--- src/rgb8m_fifo.sv ---
// ----------------------------------------------------------------------------
// rgb8m_fifo: small flop queue
// First-word-fall-through queue with a fill count.
// ----------------------------------------------------------------------------
`default_nettype none

module rgb8m_fifo #(
    parameter int WIDTH = 8,
    parameter int DEPTH = 4
) (
    input  wire logic                       clk,
    input  wire logic                       rst_n,
    input  wire logic                       push,
    input  wire logic [WIDTH-1:0]           wdata,
    input  wire logic                       pop,
    output logic      [WIDTH-1:0]           rdata,
    output logic                            empty,
    output logic                            full,
    output logic      [$clog2(DEPTH+1)-1:0] count
);

    localparam int AW = (DEPTH > 1) ? $clog2(DEPTH) : 1;
    localparam int CW = $clog2(DEPTH + 1);

    logic [WIDTH-1:0] data_reg [DEPTH];
    logic [AW-1:0]    head_reg, head_next;
    logic [AW-1:0]    tail_reg, tail_next;
    logic [CW-1:0]    count_reg, count_next;
    logic             do_push, do_pop;

    assign empty   = (count_reg == CW'(0));
    assign full    = (count_reg == CW'(DEPTH));
    assign count   = count_reg;
    assign rdata   = data_reg[head_reg];
    assign do_push = push && !full;
    assign do_pop  = pop && !empty;

    always_comb
    begin
        head_next  = head_reg;
        tail_next  = tail_reg;
        count_next = count_reg;
        if (do_push)
        begin
            tail_next = (tail_reg == AW'(DEPTH - 1)) ? AW'(0) : tail_reg + AW'(1);
        end
        if (do_pop)
        begin
            head_next = (head_reg == AW'(DEPTH - 1)) ? AW'(0) : head_reg + AW'(1);
        end
        if (do_push && !do_pop)
        begin
            count_next = count_reg + CW'(1);
        end
        else if (do_pop && !do_push)
        begin
            count_next = count_reg - CW'(1);
        end
    end

    always_ff @(posedge clk or negedge rst_n)
    begin
        if (!rst_n)
        begin
            head_reg  <= '0;
            tail_reg  <= '0;
            count_reg <= '0;
        end
        else
        begin
            head_reg  <= head_next;
            tail_reg  <= tail_next;
            count_reg <= count_next;
        end
    end

    always_ff @(posedge clk)
    begin
        if (do_push)
        begin
            data_reg[tail_reg] <= wdata;
        end
    end

endmodule

`default_nettype wire

--- config.mk ---
export PLATFORM = sky130hd
export DESIGN_NAME = rgb8m_fifo
export DESIGN_NICKNAME = d
export VERILOG_FILES = /design/src/rgb8m_fifo.sv
export SDC_FILE = /design/constraint.sdc
export NUM_CORES = 1
export LEC_CHECK = 0
export ABC_CLOCK_PERIOD_IN_PS = 2600
export BUFFER_PORTS_ARGS = -buffer_cell sky130_fd_sc_hd__buf_2
export CAP_MARGIN = 40
export CORE_UTILIZATION = 30
export CTS_CLUSTER_SIZE = 20
export DETAILED_ROUTE_END_ITERATION = 12
export GPL_ROUTABILITY_DRIVEN = 0
export HOLD_SLACK_MARGIN = 0.05
export PLACE_DENSITY_LB_ADDON = 0.2
export SETUP_SLACK_MARGIN = 0.3
export SYNTH_ARGS = -nofsm -noshare
export SYNTH_HDL_FRONTEND = slang
export SYNTH_SLANG_ARGS = --single-unit
--- constraint.sdc ---
create_clock -name clk -period 2.6 [get_ports clk]
set_input_delay 0.26 -clock clk [delete_from_list [all_inputs] [get_ports clk]]
set_output_delay 0.26 -clock clk [all_outputs]
set_load 0.05 [all_outputs]
==> flow_metrics.py <==
metrics = {
    "synthesis": {
        "synth_top_family_by_area": "multiplexers",
        "synth_cells": 79,
        "synthAdderAreaFrac_pct": 5.87,
        "seq_area_frac_synth_pct": 70.1,
        "ys_ff_latch": 39,
        "synth_fp_nets": 98,
        "yosys-mux-area-fraction_pct": 15.1,
        "yosysWarnings": 0,
        "synth_xor_area_share_pct": 1.62,
        "synth_compound_area_share_pct": 0,
        "syn_avg_cell_area_um2": 20.5,
        "syn_area_um2": 1620,
        "synth-simple-area-share_pct": 5.41,
        "synth_cell_type_count": 19,
    },
    "die": {
        "initial_utilization_pct": 31.5,
        "die_area_um2": 5700,
        "ios": 25,
        "fp.dieW_um": 75.5,
        "rows": 26,
        "coreArea_um2": 5140,
        "fp.dieH_um": 75.5,
    },
    "worst_setup_path": {
        "worstReg2RegStart": "count[2]",
        "endpoint_kind": "primary output",
        "worstPathArrival_ps": 1830,
        "critical_path.startpoint": "head_reg[0]",
        "critPathLaunchType": "flip-flop",
        "path_max_fanout": 11,
        "crit_type": "reg -> out",
        "cp.required_ps": 2340,
    },
    "timing": {
        "drv_slew": 0,
        "tightestPinTransition_ps": 609,
        "rsz0062_at_grt": "no",
        "finalSetupViolCount": 0,
        "skew_ps": 4.18,
        "achievable-frequency_mhz": 480,
        "finalCritPeriodShare_pct": 80.2,
        "setup_tns_ps": 0,
        "layout_min_cycle_time_ps": 2090,
        "slew_headroom_pct": 59.4,
        "hold_viol": 0,
    },
    "clock_network": {
        "root_buffer": "clkbuf_8",
        "postCtsSetupBuffers": 0,
        "ctsLongestPathBuffers": 2,
        "cts_num_sinks": 39,
        "clkTransAtPathRegs_ps": 70,
        "cts_tree": "built",
        "htreeDepth": 2,
        "clk_latency_ps": 280,
        "cts_inserted_buffers": 5,
        "cts_hold_buf": 1,
        "cts_resized": 0,
    },
    "route": {
        "totalWireLength_um": 2540,
        "drt-wirelength-per-cell_um": 14.2,
        "drc": 0,
        "drtAntennaViolNets": 0,
        "vias": 763,
        "drt_iter0_markers": 26,
        "routed_via_density": 4.26,
        "firstDrtPassIters": 4,
    },
    "min_path": {
        "min_from": "wdata[4]",
        "hold_class": "in -> reg",
    },
    "global_route": {
        "grt_max_degree": 13,
        "overflow": 0,
        "grt_pass1_vias": 815,
        "antenna_found_initial": 0,
        "grtUsageTotal_pct": 10.3,
        "grt_pass1_wl_um": 3980,
    },
    "job": {
        "maxCapViolations": 0,
    },
    "layout": {
        "final_common_cell": "edfxtp_1",
        "mostFrequentLayoutCells": "32 x edfxtp_1, 24 x buf_2, 8 x mux4_2, 6 x clkbuf_8, 5 x ha_1",
        "final_net_count": 127,
        "diodes": 0,
        "synthToLayoutAreaGrowth_pct": 21.2,
        "largest_reg_flops": 32,
        "layout-drive-gt1-share_pct": 53.2,
    },
    "placed_design": {
        "io_buffers": 24,
        "dp_hpwl_um": 1760,
    },
    "run_status": {
        "status": "completed",
    },
}
-- per-layer routing --
layer	vias to the layer above	share of wire [%]	global-route usage, %
met1	386	43	12.2
met5	-	0	0
met2	16	52	17.0
met3	4	3.5	3.57
li1	357	-	-
met4	0	1.1	4.94
-- critical path, cell delays in order, from the launching register on --
cell and delay [ps]:
dfrtp_1 730, mux4_2 580, buf_2 230
-- worst paths after layout --
path / end / slack, ps / depth (start not counted)
min: data_reg[0][4] / 190 / 1
max reg2reg: count[2] / 530 / 8
max in group asynchronous: count[2] / 2090 / 2
max: rdata[3] / 510 / 2
min in group asynchronous: head_reg[0] / 340 / 2
min reg2reg: count[2] / 550 / 1
-- logic make-up (layout without fill, tap and decap cells) --
logic type | after synthesis | count (layout)
mux | 13 | 13
buf+inv | 6 | 36
xor+xnor | 3 | 3
simple gates | 11 | 11
flops | 39 | 39
fa+ha+maj | 7 | 7
-- layout make-up --
class	count	area (um2)
Clock buffer	6	82.6
Clock inverter	2	35.0
Fill cell	509	3180
Inverter	3	11.3
Multi-Input combinational cell	34	477
Sequential cell	39	1140
Tap cell	70	87.6
Timing Repair Buffer	25	130
-- Yosys cell counts --
cell type	count	area, um2
nor3b_4	1	18.8
mux2_4	2	30.0
nor2b_2	1	8.76
ha_1	6	75.1
buf_1	1	3.75
mux2_2	3	33.8
fa_1	1	20.0
nor3_1	1	5.00
xor2_1	2	17.5
nor2_1	3	11.3
and2_2	4	30.0
buf_2	1	5.00
xnor2_1	1	8.76
mux4_2	8	180
nand2b_4	1	13.8
dfrtp_1	7	175
buf_6	1	11.3
edfxtp_1	32	961
inv_1	3	11.3
-- per-stage QoR --
step                      std cells  hold WS (ps)  setup slack, ps  cell area [um2]  util, %
final                           179           194              515             1960     38.2
after global routing            179           176              366             1960     38.2
after CTS                       179           182              442             1960     38.2
after detailed placement        170           105              534             1840     35.7
after global placement          170           107              634             1840     35.7
after floorplan                  79         -35.6              261             1650        -
Power is not shown: default switching activity piles up to over one toggle a cycle in this logic, so the estimate is an artifact.
