File: config.mk
export PLATFORM = sky130hd
export DESIGN_NAME = rgb8m_back
export DESIGN_NICKNAME = d
export VERILOG_FILES = /design/src/rgb8m_pkg.sv /design/src/rgb8m_fifo.sv /design/src/rgb8m_back.sv
export SDC_FILE = /design/constraint.sdc
export NUM_CORES = 1
export LEC_CHECK = 0
export ABC_AREA = 0
export BUFFER_PORTS_ARGS = -buffer_cell sky130_fd_sc_hd__buf_2
export CAP_MARGIN = 20
export CELL_PAD_IN_SITES_DETAIL_PLACEMENT = 0
export CELL_PAD_IN_SITES_GLOBAL_PLACEMENT = 1
export CORE_AREA = 2 2 155 157
export CTS_BUF_LIST = sky130_fd_sc_hd__clkbuf_8
export CTS_CLUSTER_SIZE = 25
export DETAILED_ROUTE_END_ITERATION = 7
export DIE_AREA = 0 0 157 159
export GPL_TIMING_DRIVEN = 1
export PLACE_DENSITY = 0.83
export SLEW_MARGIN = 10
export SYNTH_ARGS = -nofsm -noshare
export SYNTH_HDL_FRONTEND = slang
export SYNTH_SLANG_ARGS = --single-unit
File: constraint.sdc
create_clock -name clk -period 3.69 [get_ports clk]
set_clock_uncertainty 0.05 [all_clocks]
set_input_delay 0.1845 -clock clk [delete_from_list [all_inputs] [get_ports clk]]
set_output_delay 0.1845 -clock clk [all_outputs]
set_load 0.005 [all_outputs]
File: src/rgb8m_pkg.sv
// ----------------------------------------------------------------------------
// rgb8m_pkg: shared types and constants
// Word layouts, register codes and sizes used by the eight-neighbour mean.
// ----------------------------------------------------------------------------
`default_nettype none

package rgb8m_pkg;

    localparam int MAX_WIDTH_DEF = 2048;  // longest row the line stores hold
    localparam int QDEPTH_DEF    = 4;     // front to back queue
    localparam int ODEPTH_DEF    = 2;     // result queue

    localparam int CFG_IDX_W  = 2;
    localparam int CFG_DATA_W = 16;

    localparam logic [CFG_IDX_W-1:0] CFG_IMAGE_WIDTH  = 2'd0;
    localparam logic [CFG_IDX_W-1:0] CFG_IMAGE_HEIGHT = 2'd1;

    localparam logic [11:0] WIDTH_RESET  = 12'd640;
    localparam logic [15:0] HEIGHT_RESET = 16'd480;

    typedef struct packed {
        logic [7:0] red_in;
        logic [7:0] green_in;
        logic [7:0] blue_in;
    } pixel_t;

    typedef struct packed {
        logic [7:0]  red_out;
        logic [7:0]  green_out;
        logic [7:0]  blue_out;
        logic [15:0] out_row;
        logic [10:0] out_col;
        logic        frame_last;
    } result_t;

    typedef struct packed {
        logic                  en;
        logic [CFG_IDX_W-1:0]  index;
        logic [CFG_DATA_W-1:0] data;
    } cfg_wr_t;

    // eight neighbours of one interior pixel plus its position
    typedef struct packed {
        pixel_t [7:0] nb;
        logic [15:0]  row;
        logic [10:0]  col;
        logic         last;
    } window_word_t;

endpackage

`default_nettype wire

File: src/rgb8m_fifo.sv
// ----------------------------------------------------------------------------
// rgb8m_fifo: small flop queue
// First-word-fall-through queue with a fill count.
// ----------------------------------------------------------------------------
`default_nettype none

module rgb8m_fifo #(
    parameter int WIDTH = 8,
    parameter int DEPTH = 4
) (
    input  wire logic                       clk,
    input  wire logic                       rst_n,
    input  wire logic                       push,
    input  wire logic [WIDTH-1:0]           wdata,
    input  wire logic                       pop,
    output logic      [WIDTH-1:0]           rdata,
    output logic                            empty,
    output logic                            full,
    output logic      [$clog2(DEPTH+1)-1:0] count
);

    localparam int AW = (DEPTH > 1) ? $clog2(DEPTH) : 1;
    localparam int CW = $clog2(DEPTH + 1);

    logic [WIDTH-1:0] data_reg [DEPTH];
    logic [AW-1:0]    head_reg, head_next;
    logic [AW-1:0]    tail_reg, tail_next;
    logic [CW-1:0]    count_reg, count_next;
    logic             do_push, do_pop;

    assign empty   = (count_reg == CW'(0));
    assign full    = (count_reg == CW'(DEPTH));
    assign count   = count_reg;
    assign rdata   = data_reg[head_reg];
    assign do_push = push && !full;
    assign do_pop  = pop && !empty;

    always_comb
    begin
        head_next  = head_reg;
        tail_next  = tail_reg;
        count_next = count_reg;
        if (do_push)
        begin
            tail_next = (tail_reg == AW'(DEPTH - 1)) ? AW'(0) : tail_reg + AW'(1);
        end
        if (do_pop)
        begin
            head_next = (head_reg == AW'(DEPTH - 1)) ? AW'(0) : head_reg + AW'(1);
        end
        if (do_push && !do_pop)
        begin
            count_next = count_reg + CW'(1);
        end
        else if (do_pop && !do_push)
        begin
            count_next = count_reg - CW'(1);
        end
    end

    always_ff @(posedge clk or negedge rst_n)
    begin
        if (!rst_n)
        begin
            head_reg  <= '0;
            tail_reg  <= '0;
            count_reg <= '0;
        end
        else
        begin
            head_reg  <= head_next;
            tail_reg  <= tail_next;
            count_reg <= count_next;
        end
    end

    always_ff @(posedge clk)
    begin
        if (do_push)
        begin
            data_reg[tail_reg] <= wdata;
        end
    end

endmodule

`default_nettype wire

File: src/rgb8m_back.sv
// ----------------------------------------------------------------------------
// rgb8m_back: neighbour sums and result queue
// Sums the eight neighbours per channel, divides by eight and queues results.
// ----------------------------------------------------------------------------
`default_nettype none

module rgb8m_back #(
    parameter int ODEPTH = 2
) (
    input  wire logic                   clk,
    input  wire logic                   rst_n,
    input  wire rgb8m_pkg::window_word_t q_word,
    input  wire logic                   q_empty,
    output logic                        q_pop,
    output logic                        empty,
    input  wire logic                   pop,
    output rgb8m_pkg::result_t          result
);

    import rgb8m_pkg::*;

    localparam int OCW = $clog2(ODEPTH + 1);

    logic [10:0]    sum_r, sum_g, sum_b;
    result_t        res;
    logic           o_full;
    logic [OCW-1:0] o_count;
    logic [$bits(result_t)-1:0] o_rdata;

    always_comb
    begin
        sum_r = '0;
        sum_g = '0;
        sum_b = '0;
        for (int i = 0; i < 8; i++)
        begin
            sum_r = sum_r + 11'(q_word.nb[i].red_in);
            sum_g = sum_g + 11'(q_word.nb[i].green_in);
            sum_b = sum_b + 11'(q_word.nb[i].blue_in);
        end
        res.red_out    = sum_r[10:3];
        res.green_out  = sum_g[10:3];
        res.blue_out   = sum_b[10:3];
        res.out_row    = q_word.row;
        res.out_col    = q_word.col;
        res.frame_last = q_word.last;
    end

    assign q_pop = !q_empty && !o_full;

    rgb8m_fifo #(
        .WIDTH ($bits(result_t)),
        .DEPTH (ODEPTH)
    ) u_result_q (
        .clk   (clk),
        .rst_n (rst_n),
        .push  (q_pop),
        .wdata (res),
        .pop   (pop),
        .rdata (o_rdata),
        .empty (empty),
        .full  (o_full),
        .count (o_count)
    );

    assign result = result_t'(o_rdata);

    // fill count is not needed here beyond the full flag
    logic unused_count;
    assign unused_count = ^o_count;

endmodule

`default_nettype wire

==> results of run 1 <==
==> layout make-up <==
type                            count  area share, %
Clock inverter                      7          0.912
Clock buffer                        9           1.10
Tap cell                          319           3.55
Timing Repair Buffer              333           16.7
Inverter                          283           9.44
Sequential cell                   108           28.7
Multi-Input combinational cell    326           39.6
==> final timing paths <==
path	start	to	slack (ns)
min	q_empty	u_result_q.tail_reg	0.08
max reg2reg	u_result_q.count[0]	u_result_q.data_reg[0][1]	1.59
max	q_word[110]	u_result_q.data_reg[0][43]	0.16
min reg2reg	u_result_q.tail_reg	u_result_q.tail_reg	0.49
max in group asynchronous	rst_n	u_result_q.head_reg	3.37
min in group asynchronous	rst_n	u_result_q.head_reg	0.10
==> cell families after synthesis <==
logic type / count (synthesis) / share of synthesized area (%)
buffers and inverters: 289 / 12.5
adder cells (fa/ha/maj): 169 / 36.0
flip-flops: 108 / 36.8
multiplexers: 52 / 6.69
AND/OR/NAND/NOR: 46 / 2.59
AO/OA/AOI/OAI: 39 / 3.39
XOR/XNOR: 20 / 2.00
==> per-stage QoR <==
step                      setup TNS, ns  power (mW)
final                                 0        9.02
after global routing                  0        9.98
after floorplan                       0        6.39
after CTS                             0        9.17
after detailed placement          -4.17        8.32
after global placement            -3.27        8.14
==> power breakdown <==
| part | switching (mW) | internal [mW] | total (mW) |
|---|---|---|---|
| clock | 0.444 | 0.338 | 0.782 |
| sequential | 0.167 | 2.34 | 2.51 |
| combinational | 2.95 | 2.77 | 5.73 |
| total | 3.57 | 5.45 | 9.02 |
==> cell usage in the layout (no fill, tap or decap), drive strengths merged, types with 9 or more instances in the layout <==
master / count
buf: 304
inv: 286
fa: 138
edfxtp: 104
mux2: 52
ha: 31
dlygate4sd3: 29
a21oi: 17
nand2: 13
xnor2: 12
nand3: 9
clkbuf: 9
==> routing by layer <==
layer	vias up	global-route usage [%]	part of all wire, %
met2	169	25.7	51
met5	-	0	0
met1	2763	16.3	39
met3	13	4.60	8.4
li1	2835	-	-
met4	0	2.88	1.0
==> tightest hold or removal path, cell delays in order <==
cell,delay (ns)
buf_2,0.08
a21oi_1,0.08
xor2_1,0.14
==> results.tsv, run 1 <==
stage	metric	value	unit
detailed_routing	Routed WL per cell	12.1	um
synthesis	top cell type's share of synthesized area	35.7	%
cells_and_area	area of the multi-input gates	4460	um^2
synthesis	count leader, synth	inv_1	
critical_path	Worst Reg-to-Reg Cells	4	
outcome	outcome	completed	
critical_path	critical path cell sequence	buf_2 > inv_1 > fa_1 > inv_1 > fa_1 > fa_1 > fa_1 > nor2b_1 > fa_1 > a21o_1 > a21oi_2 > o21a_1 > o21ai_0	
synthesis	average cell area after synthesis	12.1	um^2
synthesis	Most used DFF post-synth	edfxtp_1	
run	Max-Cap Viols	0	
detailed_routing	DRT Pass-1 Iters	4	
clocking	hold bufs inserted after CTS	29	
cells_and_area	# diodes	0	
synthesis	asr flop ratio synth	3.70	%
clocking	Reg clk slew, reported paths	0.11	ns
pwr	Max IR drop VDD	352	uV
timing	Hold Worst Slack	0.0813	ns
grt	antenna violations before repair	0	
synthesis	Post-synth EDFFs	104	
synthesis	Ys Warns	0	
critical_path	crit path DAT	3.61	ns
clocking	cts bufs inserted	9	
critical_path	Buf+Inv Stages, Crit Path	3	
detailed_routing	final wirelength	16800	um
floorplanning	Die X	157	um
cells_and_area	Largest register FFs	104	
floorplanning	FP Rows	56	
critical_path	crit-path most repeated cell	fa_1	
critical_path	CP Depth	13	
floorplanning	io pins	278	
grt	first-pass GRT wire length	28300	um
critical_path	critical path type	primary input to register	
detailed_routing	DR iter-0 viols	160	
synthesis	cell taking the most area after synthesis	edfxtp_1	
place	Buffers on Ports	277	
hold_path	Worst Hold Path Cells	3	
critical_path	Worst path slowest cell	fa_1	
place	placed insts	1340	
grt	number of global-route vias before repair	6336	
pwr	static leakage	5.68	nW
cells_and_area	Sequential Area	3220	um^2
floorplanning	Starting Density	37.7	%
timing	Final Max Slew Viols	0	
cells_and_area	share of cells above drive strength 1	36.8	%
grt	largest net degree at the start of global routing	53	
floorplanning	die area	25000	um^2
synthesis	Mapped Cells	723	
synthesis	Distinct cells, synth	33	
detailed_routing	Vias/cell	4.17	
cells_and_area	Layout Cells excl Fill	1385	
timing	Hold Vio Cnt, Final	0	
cells_and_area	area delta synth->final	28.6	%
place	DP Worst Slack	-0.244	ns
timing	Tmin final	3.53	ns
synthesis	syn_nets	1116	
cells_and_area	fin nets	1454	
clocking	CTS H-tree depth	3	
timing	Worst Tran Pin Value	0.742	ns
place	post-detail-place hpwl	13900	um
place	GPL Wtd Cong	0.757	
cells_and_area	fill count	2129	
critical_path	Crit. End Element	register	
cells_and_area	Final Cell Area	11300	um^2
clocking	clk buf depth	2	
synthesis	sequential element share of the synthesized area	36.8	%
timing	Peak Freq	283	MHz
synthesis	Commonest cells post-synth	inv_1 (283), fa_1 (138), edfxtp_1 (104)	
timing	RSZ-0062 raised after global routing	false	
grt	total track usage	14.2	%
clocking	Resize count post-CTS	0	
critical_path	CP max FO	2	
floorplanning	die height	159	um
detailed_routing	post-route ant nets	0	
detailed_routing	Residual DRC	0	
clocking	clock latency on the worst-skew pair	0.38	ns
grt	Overflow after GRT	0	
timing	worst setup margin	0.160	ns
pwr	P per Cell Area	801	nW/um^2
detailed_routing	total vias in the final route	5780	
synthesis	top cells by area, synth	edfxtp_1 (36%), fa_1 (32%), inv_1 (12%)	
hold_path	Hold Crit Class	primary input to register	
critical_path	CP Launch Type	primary input	
clocking	clock sinks	108	
synthesis	Cell Area, Synth	8750	um^2
synthesis	FF+latch count, synth	108	
timing	setup violators final	0	
clocking	Setup Buffers After CTS	0	
cells_and_area	final core area utilization	48.5	%
critical_path	Top delay family on crit path	adder cells	
floorplanning	core box area	23200	um^2
timing	worst slew margin relative to its limit	50.6	%
timing	Final Cycle Share	95.7	%
clocking	CTS tree	done	
place	Post-DP Area	10700	um^2
critical_path	CP required	3.77	ns
clocking	CTS Root Cell	clkbuf_8	
critical_path	max incr delay on CP	0.55	ns
Power figures use the tool's default switching activity.
==> run 2, diff against run 1 <==
--- a/config.mk
+++ b/config.mk
@@ -17,6 +17,7 @@
 export DIE_AREA = 0 0 157 159
 export GPL_TIMING_DRIVEN = 1
 export PLACE_DENSITY = 0.83
+export REMOVE_ABC_BUFFERS = 1
 export SLEW_MARGIN = 10
 export SYNTH_ARGS = -nofsm -noshare
 export SYNTH_HDL_FRONTEND = slang
==> results.tsv, run 2 (synthesis gave the netlist of run 1 again) <==
stage	metric	value	unit
pwr	Net Sw Frac	39.1	%
place	GPL Wtd Cong	0.761	
pwr	static leakage	5.69	nW
clocking	Reg clk slew, reported paths	0.11	ns
critical_path	Buf+Inv Stages, Crit Path	5	
detailed_routing	final wirelength	16400	um
pwr	Psw	3.54	mW
critical_path	CP Depth	14	
critical_path	Top delay family on crit path	adder cells	
place	Buffers on Ports	277	
critical_path	max incr delay on CP	0.55	ns
pwr	Max IR drop VDD	379	uV
critical_path	RR Startpoint	u_result_q.count[0]	
timing	Tmin final	3.51	ns
detailed_routing	DR iter-0 viols	115	
hold_path	Hold Crit Start	pop	
critical_path	CP required	3.75	ns
cells_and_area	fin nets	1457	
clocking	clock latency on the worst-skew pair	0.37	ns
hold_path	Hold Crit Class	primary input to register	
timing	Worst Tran Pin Value	0.578	ns
timing	Hold Worst Slack	0.0953	ns
timing	Setup TNS	0	ns
floorplanning	Die X	157	um
clocking	clk buf depth	2	
floorplanning	core box area	23200	um^2
cells_and_area	most common cell after layout, fill and taps aside	inv_1	
grt	total track usage	13.8	%
clocking	Setup Buffers After CTS	0	
timing	Peak Freq	285	MHz
critical_path	Reg2Reg Setup Slack	1.48	ns
place	Post-DP Area	10800	um^2
outcome	outcome	completed	
place	placed insts	1343	
critical_path	critical path type	primary input to register	
cells_and_area	Largest register FFs	104	
cells_and_area	share of cells above drive strength 1	37.0	%
floorplanning	Starting Density	37.7	%
grt	largest net degree at the start of global routing	38	
grt	antenna violations before repair	0	
cells_and_area	# diodes	0	
cells_and_area	most frequent cells in the layout	inv_1 (283), buf_2 (277), fa_1 (136)	
grt	first-pass GRT wire length	27700	um
pwr	P per Cell Area	803	nW/um^2
pwr	proportion of power drawn by combinational gates	64.3	%
hold_path	hold endpoint	u_result_q.head_reg	
timing	setup violators final	0	
cells_and_area	Final Cell Area	11300	um^2
critical_path	crit path DAT	3.57	ns
detailed_routing	Vias/cell	4.19	
detailed_routing	Residual DRC	0	
pwr	power share of the clock group	8.3	%
detailed_routing	DRT Pass-1 Iters	5	
floorplanning	die height	159	um
timing	RSZ-0062 raised after global routing	false	
grt	number of global-route vias before repair	6287	
run	Max-Cap Viols	0	
critical_path	critical path cell sequence	buf_2 > inv_1 > fa_1 > inv_1 > fa_1 > fa_1 > inv_1 > fa_1 > inv_1 > fa_2 > a21o_1 > a21oi_2 > o21a_1 > o21ai_1	
critical_path	Worst path slowest cell	fa_1	
pwr	Cell Int Power	5.52	mW
critical_path	CP max FO	2	
floorplanning	io pins	278	
cells_and_area	area delta synth->final	28.8	%
timing	Final Max Slew Viols	0	
critical_path	CP Launch Type	primary input	
hold_path	Worst Hold Path Cells	3	
critical_path	Worst Reg-to-Reg Cells	4	
timing	Final Cycle Share	95.1	%
detailed_routing	Routed WL per cell	11.8	um
clocking	cts bufs inserted	9	
pwr	sequential power share	27.4	%
grt	Overflow after GRT	0	
place	post-detail-place hpwl	13700	um
detailed_routing	post-route ant nets	0	
floorplanning	FP Rows	56	
detailed_routing	total vias in the final route	5821	
clocking	CTS tree	done	
clocking	clock sinks	108	
critical_path	Crit. End Element	register	
critical_path	reg2reg end	u_result_q.data_reg[1][21]	
cells_and_area	Layout Cells excl Fill	1388	
clocking	CTS Root Cell	clkbuf_8	
clocking	CTS H-tree depth	3	
timing	Hold Vio Cnt, Final	0	
timing	worst slew margin relative to its limit	61.5	%
floorplanning	die area	25000	um^2
[run 2: cell types whose count changed in the layout (fill, tap and decap cells not counted)]
cell / before / now
inv_6: 1 / 2
buf_12: 0 / 1
o21ai_1: 2 / 4
clkinv_4: 1 / 2
clkinv_8: 2 / 0
o21ai_0: 3 / 1
buf_4: 27 / 29
[run 2: worst max path at each step]
stage / from / end / slack (ns)
after floorplan: q_word[103] / u_result_q.data_reg[0][35] / -0.17
after global placement: q_word[103] / u_result_q.data_reg[0][35] / -0.33
after detailed placement: q_word[103] / u_result_q.data_reg[1][35] / -0.37
after CTS: q_word[103] / u_result_q.data_reg[1][35] / 0.05
after global routing: q_word[110] / u_result_q.data_reg[1][43] / 0.02
final: q_word[31] / u_result_q.data_reg[1][35] / 0.18
[run 2: timing repair]
action	4_1_cts	5_1_grt
endpoints found under the setup margin	0	12
endpoints found under the hold margin	60	0
hold buffers	29	0
resized for setup	0	8
[run 2: routing by layer]
layer / track usage, % / vias to the layer above / share of wire [%]
met3: 3.95 / 13 / 7.3
met4: 2.88 / 0 / 1.2
met5: 0 / - / 0
met1: 15.4 / 2822 / 38
li1: - / 2831 / -
met2: 25.7 / 155 / 53
[run 2: final cells by class]
type                    instances  area (um^2)
multi-input cells             326         4460
inverters                     283         1060
well taps                     319          399
flip-flops and latches        108         3220
clock buffers                   9          124
repair buffers                336         1910
clock inverters                 7         87.6
fillers                      2176        11900
[run 2: tightest hold or removal path, stage by stage]
cell and delay [ns]:
buf_2 0.09, o21ai_0 0.14, xnor2_1 0.08
[run 2: power by group through the flow]
stage	clock [mW]	combinational [mW]	sequential [mW]
5_1_grt	0.833	6.66	2.53
6_report	0.752	5.82	2.48
4_1_cts	0.781	5.87	2.49
3_5_place_dp	0	5.81	2.51
3_3_place_gp	0	5.68	2.49
2_1_floorplan	0	3.78	2.53
[run 2: stage by stage]
step	utilization, %	setup WS (ns)	total power [mW]
detailed placement	46.4	-0.373	8.32
global placement	46.4	-0.330	8.17
global route	48.6	0.0218	10.0
CTS	48.5	0.0474	9.14
finish	48.6	0.181	9.05
floorplan	-	-0.166	6.31
